===== src/sv/mbrtu_pkg.sv =====
// ----------------------------------------------------------------------------
// mbrtu_pkg: shared types and constants of the RTU slave frame engine
// Table and frame sizes, event and function codes, controller/datapath
// command and status bundles, and the CRC-16 byte update.
// ----------------------------------------------------------------------------
package mbrtu_pkg;

    localparam int TABLE_DEPTH = 1024;
    localparam int FRAME_BYTES = 256;
    localparam int TBL_AW      = $clog2(TABLE_DEPTH);
    localparam int BUF_AW      = $clog2(FRAME_BYTES);
    localparam int CNT_W       = BUF_AW + 1;
    localparam int SUM_W       = 17;
    localparam int WI_W        = 11;
    localparam int OFF_W       = CNT_W + 3;

    // input event codes
    localparam logic [2:0] OP_RX        = 3'd0;
    localparam logic [2:0] OP_TX        = 3'd1;
    localparam logic [2:0] OP_SET_INPUT = 3'd2;
    localparam logic [2:0] OP_SET_DISC  = 3'd3;
    localparam logic [2:0] OP_SET_HOLD  = 3'd4;
    localparam logic [2:0] OP_SET_COIL  = 3'd5;

    // engine modes
    localparam logic [1:0] MODE_IDLE = 2'd0;
    localparam logic [1:0] MODE_RX   = 2'd1;
    localparam logic [1:0] MODE_TX   = 2'd2;

    // frame status codes
    localparam logic [1:0] FST_NONE = 2'd0;
    localparam logic [1:0] FST_OK   = 2'd1;
    localparam logic [1:0] FST_CRC  = 2'd2;
    localparam logic [1:0] FST_BAD  = 2'd3;

    // function codes
    localparam logic [7:0] FC_RD_COILS = 8'd1;
    localparam logic [7:0] FC_RD_DISC  = 8'd2;
    localparam logic [7:0] FC_RD_HOLD  = 8'd3;
    localparam logic [7:0] FC_RD_INPUT = 8'd4;
    localparam logic [7:0] FC_WR_COIL  = 8'd5;
    localparam logic [7:0] FC_WR_REG   = 8'd6;
    localparam logic [7:0] FC_WR_COILS = 8'h0F;
    localparam logic [7:0] FC_WR_REGS  = 8'h10;

    // transmit byte kinds
    localparam logic [1:0] KIND_IMM  = 2'd0;
    localparam logic [1:0] KIND_BITS = 2'd1;
    localparam logic [1:0] KIND_REG  = 2'd2;

    localparam logic [15:0] CRC_INIT = 16'hFFFF;
    localparam logic [15:0] CRC_POLY = 16'hA001;
    localparam logic [15:0] COIL_ON  = 16'hFF00;
    localparam logic [15:0] COIL_OFF = 16'h0000;

    localparam logic [15:0] MAX_RD_BITS  = 16'd2000;
    localparam logic [15:0] MAX_RD_REGS  = 16'd125;
    localparam logic [15:0] MAX_WR_BITS  = 16'd1968;
    localparam logic [15:0] MAX_WR_REGS  = 16'd123;

    typedef struct packed {
        logic latch;
        logic clr;
        logic rx;
        logic local_wr;
        logic tx_begin;
        logic tbl_rd;
        logic tbl_acc;
        logic walk_hi;
        logic walk_wr;
        logic fin;
    } t_dp_cmd;

    typedef struct packed {
        logic       clr_last;
        logic       out_busy;
        logic [2:0] opcode;
        logic       mode_tx;
        logic       rx_walk;
        logic [1:0] tx_kind;
        logic       tbl_more;
        logic       walk_fc16;
        logic       walk_last;
    } t_dp_sts;

    function automatic logic [15:0] crc_add(input logic [15:0] crc, input logic [7:0] b);
        logic [15:0] c;
        c = crc ^ {8'h00, b};
        for (int k = 0; k < 8; k++) begin
            c = c[0] ? ((c >> 1) ^ CRC_POLY) : (c >> 1);
        end
        return c;
    endfunction

endpackage


===== src/sv/mbrtu_ctrl.sv =====
// ----------------------------------------------------------------------------
// mbrtu_ctrl: sequencing state machine of the frame engine
// Runs the clearing pass, takes one event at a time and steps the datapath
// through receive, table walk, table read and result hand-off.
// ----------------------------------------------------------------------------
module mbrtu_ctrl (
    input  logic               i_clk,
    input  logic               i_rst_n,
    input  logic               i_in_valid,
    output logic               o_in_ready,
    input  mbrtu_pkg::t_dp_sts i_sts,
    output mbrtu_pkg::t_dp_cmd o_cmd
);

    localparam logic [3:0] ST_CLEAR  = 4'd0;
    localparam logic [3:0] ST_IDLE   = 4'd1;
    localparam logic [3:0] ST_DECODE = 4'd2;
    localparam logic [3:0] ST_RX     = 4'd3;
    localparam logic [3:0] ST_LOCAL  = 4'd4;
    localparam logic [3:0] ST_TXB    = 4'd5;
    localparam logic [3:0] ST_TRD    = 4'd6;
    localparam logic [3:0] ST_TACC   = 4'd7;
    localparam logic [3:0] ST_WRD    = 4'd8;
    localparam logic [3:0] ST_WHI    = 4'd9;
    localparam logic [3:0] ST_WWR    = 4'd10;
    localparam logic [3:0] ST_FIN    = 4'd11;

    logic [3:0] r_state, n_state;

    always_comb begin
        n_state    = r_state;
        o_cmd      = '0;
        o_in_ready = 1'b0;
        unique case (r_state)
            ST_CLEAR: begin
                o_cmd.clr = 1'b1;
                if (i_sts.clr_last) n_state = ST_IDLE;
            end
            ST_IDLE: begin
                o_in_ready = !i_sts.out_busy;
                if (i_in_valid && !i_sts.out_busy) begin
                    o_cmd.latch = 1'b1;
                    n_state     = ST_DECODE;
                end
            end
            ST_DECODE: begin
                case (i_sts.opcode) inside
                    mbrtu_pkg::OP_RX: n_state = ST_RX;
                    mbrtu_pkg::OP_TX: n_state = i_sts.mode_tx ? ST_TXB : ST_FIN;
                    mbrtu_pkg::OP_SET_INPUT, mbrtu_pkg::OP_SET_DISC,
                    mbrtu_pkg::OP_SET_HOLD, mbrtu_pkg::OP_SET_COIL: n_state = ST_LOCAL;
                    default: n_state = ST_FIN;
                endcase
            end
            ST_RX: begin
                o_cmd.rx = 1'b1;
                n_state  = i_sts.rx_walk ? ST_WRD : ST_FIN;
            end
            ST_LOCAL: begin
                o_cmd.local_wr = 1'b1;
                n_state        = ST_FIN;
            end
            ST_TXB: begin
                o_cmd.tx_begin = 1'b1;
                n_state = (i_sts.tx_kind == mbrtu_pkg::KIND_IMM) ? ST_FIN : ST_TRD;
            end
            ST_TRD: begin
                o_cmd.tbl_rd = 1'b1;
                n_state      = ST_TACC;
            end
            ST_TACC: begin
                o_cmd.tbl_acc = 1'b1;
                n_state       = i_sts.tbl_more ? ST_TRD : ST_FIN;
            end
            ST_WRD: begin
                n_state = i_sts.walk_fc16 ? ST_WHI : ST_WWR;
            end
            ST_WHI: begin
                o_cmd.walk_hi = 1'b1;
                n_state       = ST_WWR;
            end
            ST_WWR: begin
                o_cmd.walk_wr = 1'b1;
                n_state       = i_sts.walk_last ? ST_FIN : ST_WRD;
            end
            ST_FIN: begin
                o_cmd.fin = 1'b1;
                n_state   = ST_IDLE;
            end
            default: n_state = ST_IDLE;
        endcase
    end

    always_ff @(posedge i_clk) begin
        if (!i_rst_n) begin
            r_state <= ST_CLEAR;
        end else begin
            r_state <= n_state;
        end
    end

    // no event taken until the tables are cleared
    a_no_accept_in_clear: assert property (@(posedge i_clk) disable iff (!i_rst_n)
        (r_state == ST_CLEAR) |-> !o_in_ready)
        else $error("event accepted during clearing pass");

    // a result hand-off is always followed by idle
    a_fin_to_idle: assert property (@(posedge i_clk) disable iff (!i_rst_n)
        (r_state == ST_FIN) |=> (r_state == ST_IDLE))
        else $error("result hand-off not followed by idle");

    // a walk write always follows a buffer read
    a_walk_order: assert property (@(posedge i_clk) disable iff (!i_rst_n)
        (r_state == ST_WWR) |-> ($past(r_state) == ST_WRD || $past(r_state) == ST_WHI))
        else $error("walk write without buffer read");

    // a transmit step only runs while a response is pending
    a_read_needs_tx: assert property (@(posedge i_clk) disable iff (!i_rst_n)
        (r_state == ST_TXB) |-> $past(i_sts.mode_tx))
        else $error("transmit step without pending response");

endmodule

===== config.mk =====
export PLATFORM = sky130hd
export DESIGN_NAME = mbrtu_ctrl
export DESIGN_NICKNAME = d
export VERILOG_FILES = /design/src/sv/mbrtu_pkg.sv /design/src/sv/mbrtu_ctrl.sv
export SDC_FILE = /design/constraint.sdc
export NUM_CORES = 1
export LEC_CHECK = 0
export BUFFER_PORTS_ARGS = -buffer_cell sky130_fd_sc_hd__buf_2
export CAP_MARGIN = 15
export CORE_AREA = 8 8 45 47
export CTS_CLUSTER_DIAMETER = 40
export DETAILED_ROUTE_END_ITERATION = 16
export DIE_AREA = 0 0 53 55
export PLACE_DENSITY_LB_ADDON = 0.05
export SLEW_MARGIN = 20
export SYNTH_ARGS = -nofsm -noshare
export SYNTH_HDL_FRONTEND = slang
export SYNTH_SLANG_ARGS = --single-unit
export TNS_END_PERCENT = 10

===== constraint.sdc =====
create_clock -name i_clk -period 3.4 [get_ports i_clk]
set_input_delay 0.34 -clock i_clk [delete_from_list [all_inputs] [get_ports i_clk]]
set_output_delay 0.34 -clock i_clk [all_outputs]
set_load 0.05 [all_outputs]

=== Yosys cells after proc, flatten, opt, wreduce, memory -nomap -nowiden ===
Cells that the tools add are included.

* Bits in registers: 4
* Input bits: 15
* Output and inout bits: 11
* Logic and storage cells: 50

* Eq/ne operators: 18
* Multiplexer cells: 24
* Reductions and logical operators: 7

{| class="wikitable"
|+ Operator list
! cell !! count
|-
| $pmux W4 S11 || 1
|-
| $mux W4 || 8
|-
| $eq A4 B3 Y1 const B || 4
|-
| $eq A4 B4 Y1 const B || 4
|-
| $mux W1 || 12
|-
| $eq A4 B2 Y1 const B || 2
|-
| $eq A3 B2 Y1 const B || 2
|-
| $eq A3 B3 Y1 const B || 2
|-
| $mux W2 || 3
|-
| $eq A4 B1 Y1 const B || 1
|-
| $logic_not A4 Y1 || 1
|-
| $ne A2 B2 Y1 const B || 2
|-
| $reduce_or A4 Y1 || 1
|-
| $eq A3 B1 Y1 const B || 1
|-
| $logic_not A3 Y1 || 1
|-
| $logic_not A2 Y1 || 1
|-
| $reduce_and A2 Y1 || 1
|-
| $logic_and A1 B1 Y1 || 1
|-
| $logic_not A1 Y1 || 1
|}

=== Longest topological paths before layout ===
* Depth in word-level cells: 6
* Depth in mapped cells: 5
* Depth with buffers taken out: 4

=== Worst setup path before layout ===
Ideal clock, no wire load.

* Kind: reg-to-output
* Start: register r_state[1]
* End: output o_in_ready
* Arrival: 1819 ps
* Data required time: 3060 ps
* Setup slack: 1241 ps
* Cell stages (with the launch flop): 4
* Buffers on the path: 1
* Path through: dfxtp_1 buf_6 or2_4 nor3_1

* Longest elaborated chain between the ends: 2

{| class="wikitable"
|+ Ends and longest elaborated chain
! what !! RTL line !! source
|-
| start: declaration || mbrtu_ctrl.sv:28 || <nowiki>logic [3:0] r_state, n_state;</nowiki>
|-
| start signal: assignment || mbrtu_ctrl.sv:98 || <nowiki>r_state <= n_state;</nowiki>
|-
| $eq A4 B1 Y1 || mbrtu_ctrl.sv:34 || <nowiki>unique case (r_state)</nowiki>
|-
| $mux W1 || mbrtu_ctrl.sv:34 ||
|-
| end: declaration || mbrtu_ctrl.sv:10 || <nowiki>output logic o_in_ready,</nowiki>
|}

No other way between the ends.

==> Implementation_results.wiki <==
{| class="wikitable"
! Metric !! Value
|-
| Mean instance size in the synthesized netlist || 7.16 um^2
|-
| Hold violation count in the final report || 0
|-
| Clock tree buffer depth || 2
|-
| Total Die Area || 2920 um^2
|-
| Count of fill cells added during filler insertion || 152
|-
| Count of clock tree sinks || 4
|-
| Synthesis-to-finish area growth || 24.3%
|-
| Slowest-stage cell, CP || sky130_fd_sc_hd__dfxtp_1
|-
| Netlist area before placement || 515 um^2
|-
| Data required time at the worst endpoint || 3.06 ns
|-
| Number of pins exceeding their max-slew limit in the final report || 0
|-
| Sequential cell area fraction in the yosys report || 15.5%
|-
| CTS Root Buffer Type || sky130_fd_sc_hd__clkbuf_4
|-
| Number of buffers created by CTS || 3
|-
| DP Wirelength || 1150 um
|-
| Max stage delay on crit path || 0.70 ns
|-
| Combinational share of power || 28.6%
|-
| Number of antenna violations at the first check in global routing || 0
|-
| Drt initial violations || 9
|-
| Vias || 598
|-
| Register clock-pin slew on the reported worst setup and hold paths || 0.03 ns
|-
| Number of H-tree levels || 1
|-
| Setup Crit Path Kind || flop to output port
|-
| Most used standard cells in the synthesized netlist || 7 x sky130_fd_sc_hd__nor2_1, 7 x sky130_fd_sc_hd__nor3_1, 5 x sky130_fd_sc_hd__nand2b_1, 5 x sky130_fd_sc_hd__nor2b_1
|-
| Cts hold-fix bufs || 0
|-
| Startpoint Class || flop
|-
| I/O pin total || 26
|-
| Number of synthesized flops with an enable pin || 0
|-
| Maxcap violations || 0
|-
| Clock network fraction of total power || 36.0%
|-
| Clock Skews || 0.00170 ns
|-
| Async set-reset flop share out of synthesis || 0%
|-
| Crit Reg-Reg Startpoint || r_state[0]$_SDFFE_PN0P_
|-
| Count of buffers from port buffering || 25
|-
| Headroom to the max-slew limit || 59.1%
|-
| Pre-CTS setup slack || 1.64 ns
|-
| Global-route usage over all layers || 10.3%
|-
| Post-Syn Instances || 72
|-
| Max FFs per register || 4
|-
| Flip-flop and latch count after synthesis || 4
|-
| Post-layout net count || 112
|-
| Synthesis warning total || 0
|-
| Sum of buffers and inverters on the critical path || 1
|-
| Largest driver fanout on the critical path || 20
|-
| M2 GR Usage || 17.6%
|-
| GR Util met1 || 12.2%
|-
| Dominant synthesized flop cell || sky130_fd_sc_hd__dfxtp_1
|-
| CTS tree || done
|-
| Logic depth of the worst setup path including buffers || 3
|-
| DIE HEIGHT || 55 um
|-
| Switching power summed over all nets || 0.0508 mW
|-
| Data arrival at the endpoint of the critical path || 1.68 ns
|-
| Kind of capture point of the worst setup path || output port
|-
| Share of the synthesized area in the top cell type || 15.5%
|-
| Antenna diode instance count || 0
|-
| Endpoint of the most critical setup path || o_cmd[9]
|-
| Post-layout minimum cycle time || 2.02 ns
|-
| Top Registers || r_state (4)
|-
| Standby leakage power || 0.321 nW
|-
| Number of cells on the worst reg-to-reg path || 4
|-
| Cell Int Power || 0.108 mW
|-
| Global-route wire length before repair || 2340 um
|-
| Vias in the first global route || 555
|-
| Via-to-Cell Ratio || 5.39
|-
| Initial Util || 37.3%
|-
| Latest clock arrival within the worst-skew pair || 0.23 ns
|-
| Overflow left after global routing || 0
|-
| Power per cell area || 248 nW/um^2
|-
| Final setup violation count || 0
|-
| Area occupied by multi-input gates || 382 um^2
|-
| Met3 Resource Use GR || 2.67%
|-
| Synthesized Nets || 87
|-
| Remaining design rule violation count || 0
|-
| Count of standard-cell rows || 14
|-
| Final Worst Setup Slack || 1.38 ns
|-
| Sequential cell fraction of total power || 35.3%
|-
| Register ranked first by flip-flop count || r_state
|-
| GPL Wtd Cong || 0.798
|-
| Final wirelength || 1470 um
|-
| Hold/Removal Path Class || input port to flop
|-
| Reg-to-reg slack, setup || 1.88 ns
|-
| Result of the run || finished, final reports clean
|-
| Worst reg2reg endpoint || r_state[0]$_SDFFE_PN0P_
|-
| Number of buffers added for setup after CTS || 0
|-
| Pin count of the biggest net entering global routing || 21
|-
| Sw Ratio || 32.0%
|-
| Number of distinct library cells after synthesis || 34
|-
| Biggest area contributors in the synthesized netlist || sky130_fd_sc_hd__dfxtp_1 16%, sky130_fd_sc_hd__nor3_1 6.8%, sky130_fd_sc_hd__nand2b_1 6.1%
|-
| Overall power consumption || 0.159 mW
|-
| Proportion of layout cells with a drive suffix above 1 || 34.7%
|-
| Slew at the pin with the worst max-slew slack || 0.613 ns
|-
| Post-DR wirelength/cell || 13.3 um
|-
| Core Footprint || 1380 um^2
|-
| Number of nets with antenna violations after detailed routing || 0
|-
| Crit share post-route || 59.5%
|-
| Number of gates resized after CTS || 0
|-
| Number of detailed-route iterations in the first pass || 5
|-
| CP startpoint || r_state[0]$_SDFFE_PN0P_
|-
| Most used routing layer || met2
|-
| Horiz. Die Dim || 53 um
|-
| Series of cell instances along the critical path || nand2b_1 > nor4b_2 > buf_2
|-
| Post-synthesis cell type with the largest combined area || sky130_fd_sc_hd__dfxtp_1
|-
| Highest attainable clock frequency || 494 MHz
|-
| Final TNS setup || 0 ns
|-
| Sequential cell area in the final layout || 80.1 um^2
|-
| RSZ-0062 raised after global routing || no
|-
| Family with the most delay on the worst path || flip-flops
|-
| Peak supply drop || 108 uV
|}
## layout by cell type (no fill, tap or decap), types with 2 or more instances in the layout
cell type and n:
sky130_fd_sc_hd__a31oi_1 3, sky130_fd_sc_hd__o21ai_0 2, sky130_fd_sc_hd__inv_1 3, sky130_fd_sc_hd__nand2b_1 5
sky130_fd_sc_hd__dfxtp_1 4, sky130_fd_sc_hd__and3_1 2, sky130_fd_sc_hd__a21oi_1 3, sky130_fd_sc_hd__nor2_1 7
sky130_fd_sc_hd__a21o_1 3, sky130_fd_sc_hd__nor3_1 7, sky130_fd_sc_hd__buf_2 25, sky130_fd_sc_hd__clkbuf_4 3
sky130_fd_sc_hd__nor2b_1 5, sky130_fd_sc_hd__nand2_1 4
## cell families (layout without fill, tap and decap cells)
group | Yosys count | count (layout) | share of synthesized area, %
and+or+nand+nor | 37 | 37 | 40.5
AOI/OAI and AO/OA | 21 | 21 | 29.6
buffers and inverters | 8 | 31 | 10.4
DFF | 4 | 4 | 15.5
xor gates and xnor gates | 1 | 1 | 1.70
muxes | 1 | 1 | 2.18
## through the flow
| step | instance area (um^2) | utilization [%] | hold slack [ns] | instances |
|---|---|---|---|---|
| 2_1_floorplan | 515 | - | 0.463 | 72 |
| 3_3_place_gp | 618 | 44.7 | 0.608 | 108 |
| 3_5_place_dp | 618 | 44.7 | 0.598 | 108 |
| 4_1_cts | 641 | 46.3 | 0.359 | 111 |
| 5_1_grt | 641 | 46.3 | 0.383 | 111 |
| 6_report | 641 | 46.3 | 0.365 | 111 |
## power by group through the flow
| stage | clock network, mW | logic [mW] | registers (mW) |
|---|---|---|---|
| after global placement | 0 | 0.0457 | 0.0564 |
| after CTS | 0.0579 | 0.0456 | 0.0558 |
| after global routing | 0.0603 | 0.0498 | 0.0565 |
| after detailed placement | 0 | 0.0453 | 0.0565 |
| final | 0.0571 | 0.0454 | 0.0561 |
| after floorplan | 0 | 0.0380 | 0.0504 |
## how the worst min path moves through the flow
stage                       start                       to  cells after the start
final                     i_rst_n  r_state[0]$_SDFFE_PN0P_                      3
after global routing      i_rst_n  r_state[0]$_SDFFE_PN0P_                      3
after CTS                 i_rst_n  r_state[0]$_SDFFE_PN0P_                      3
after detailed placement  i_rst_n  r_state[0]$_SDFFE_PN0P_                      3
after global placement    i_rst_n  r_state[0]$_SDFFE_PN0P_                      3
after floorplan           i_rst_n  r_state[0]$_SDFFE_PN0P_                      2
## per-layer routing
metal	routed length, um	vias up	part of all wire, %
li1	-	312	-
met1	630	264	43
met2	691	22	47
met3	150	0	10
met4	0	0	0
met5	0	-	0
## layout make-up
| type | instances | share of cell area [%] |
|---|---|---|
| multi-input combinational | 60 | 59.6 |
| timing repair buffer | 25 | 19.5 |
| sequential | 4 | 12.5 |
| clock buffer | 3 | 3.52 |
| tap | 16 | 3.13 |
| inverter | 3 | 1.76 |
## worst reg2reg max path: stages, from the launching register on
cell	delay, ns
sky130_fd_sc_hd__dfxtp_1	0.70
sky130_fd_sc_hd__nand2b_1	0.22
sky130_fd_sc_hd__o22ai_1	0.24
sky130_fd_sc_hd__a21oi_1	0.11
sky130_fd_sc_hd__a31oi_1	0.16
No activity file was read; power rests on OpenSTA's default activity.
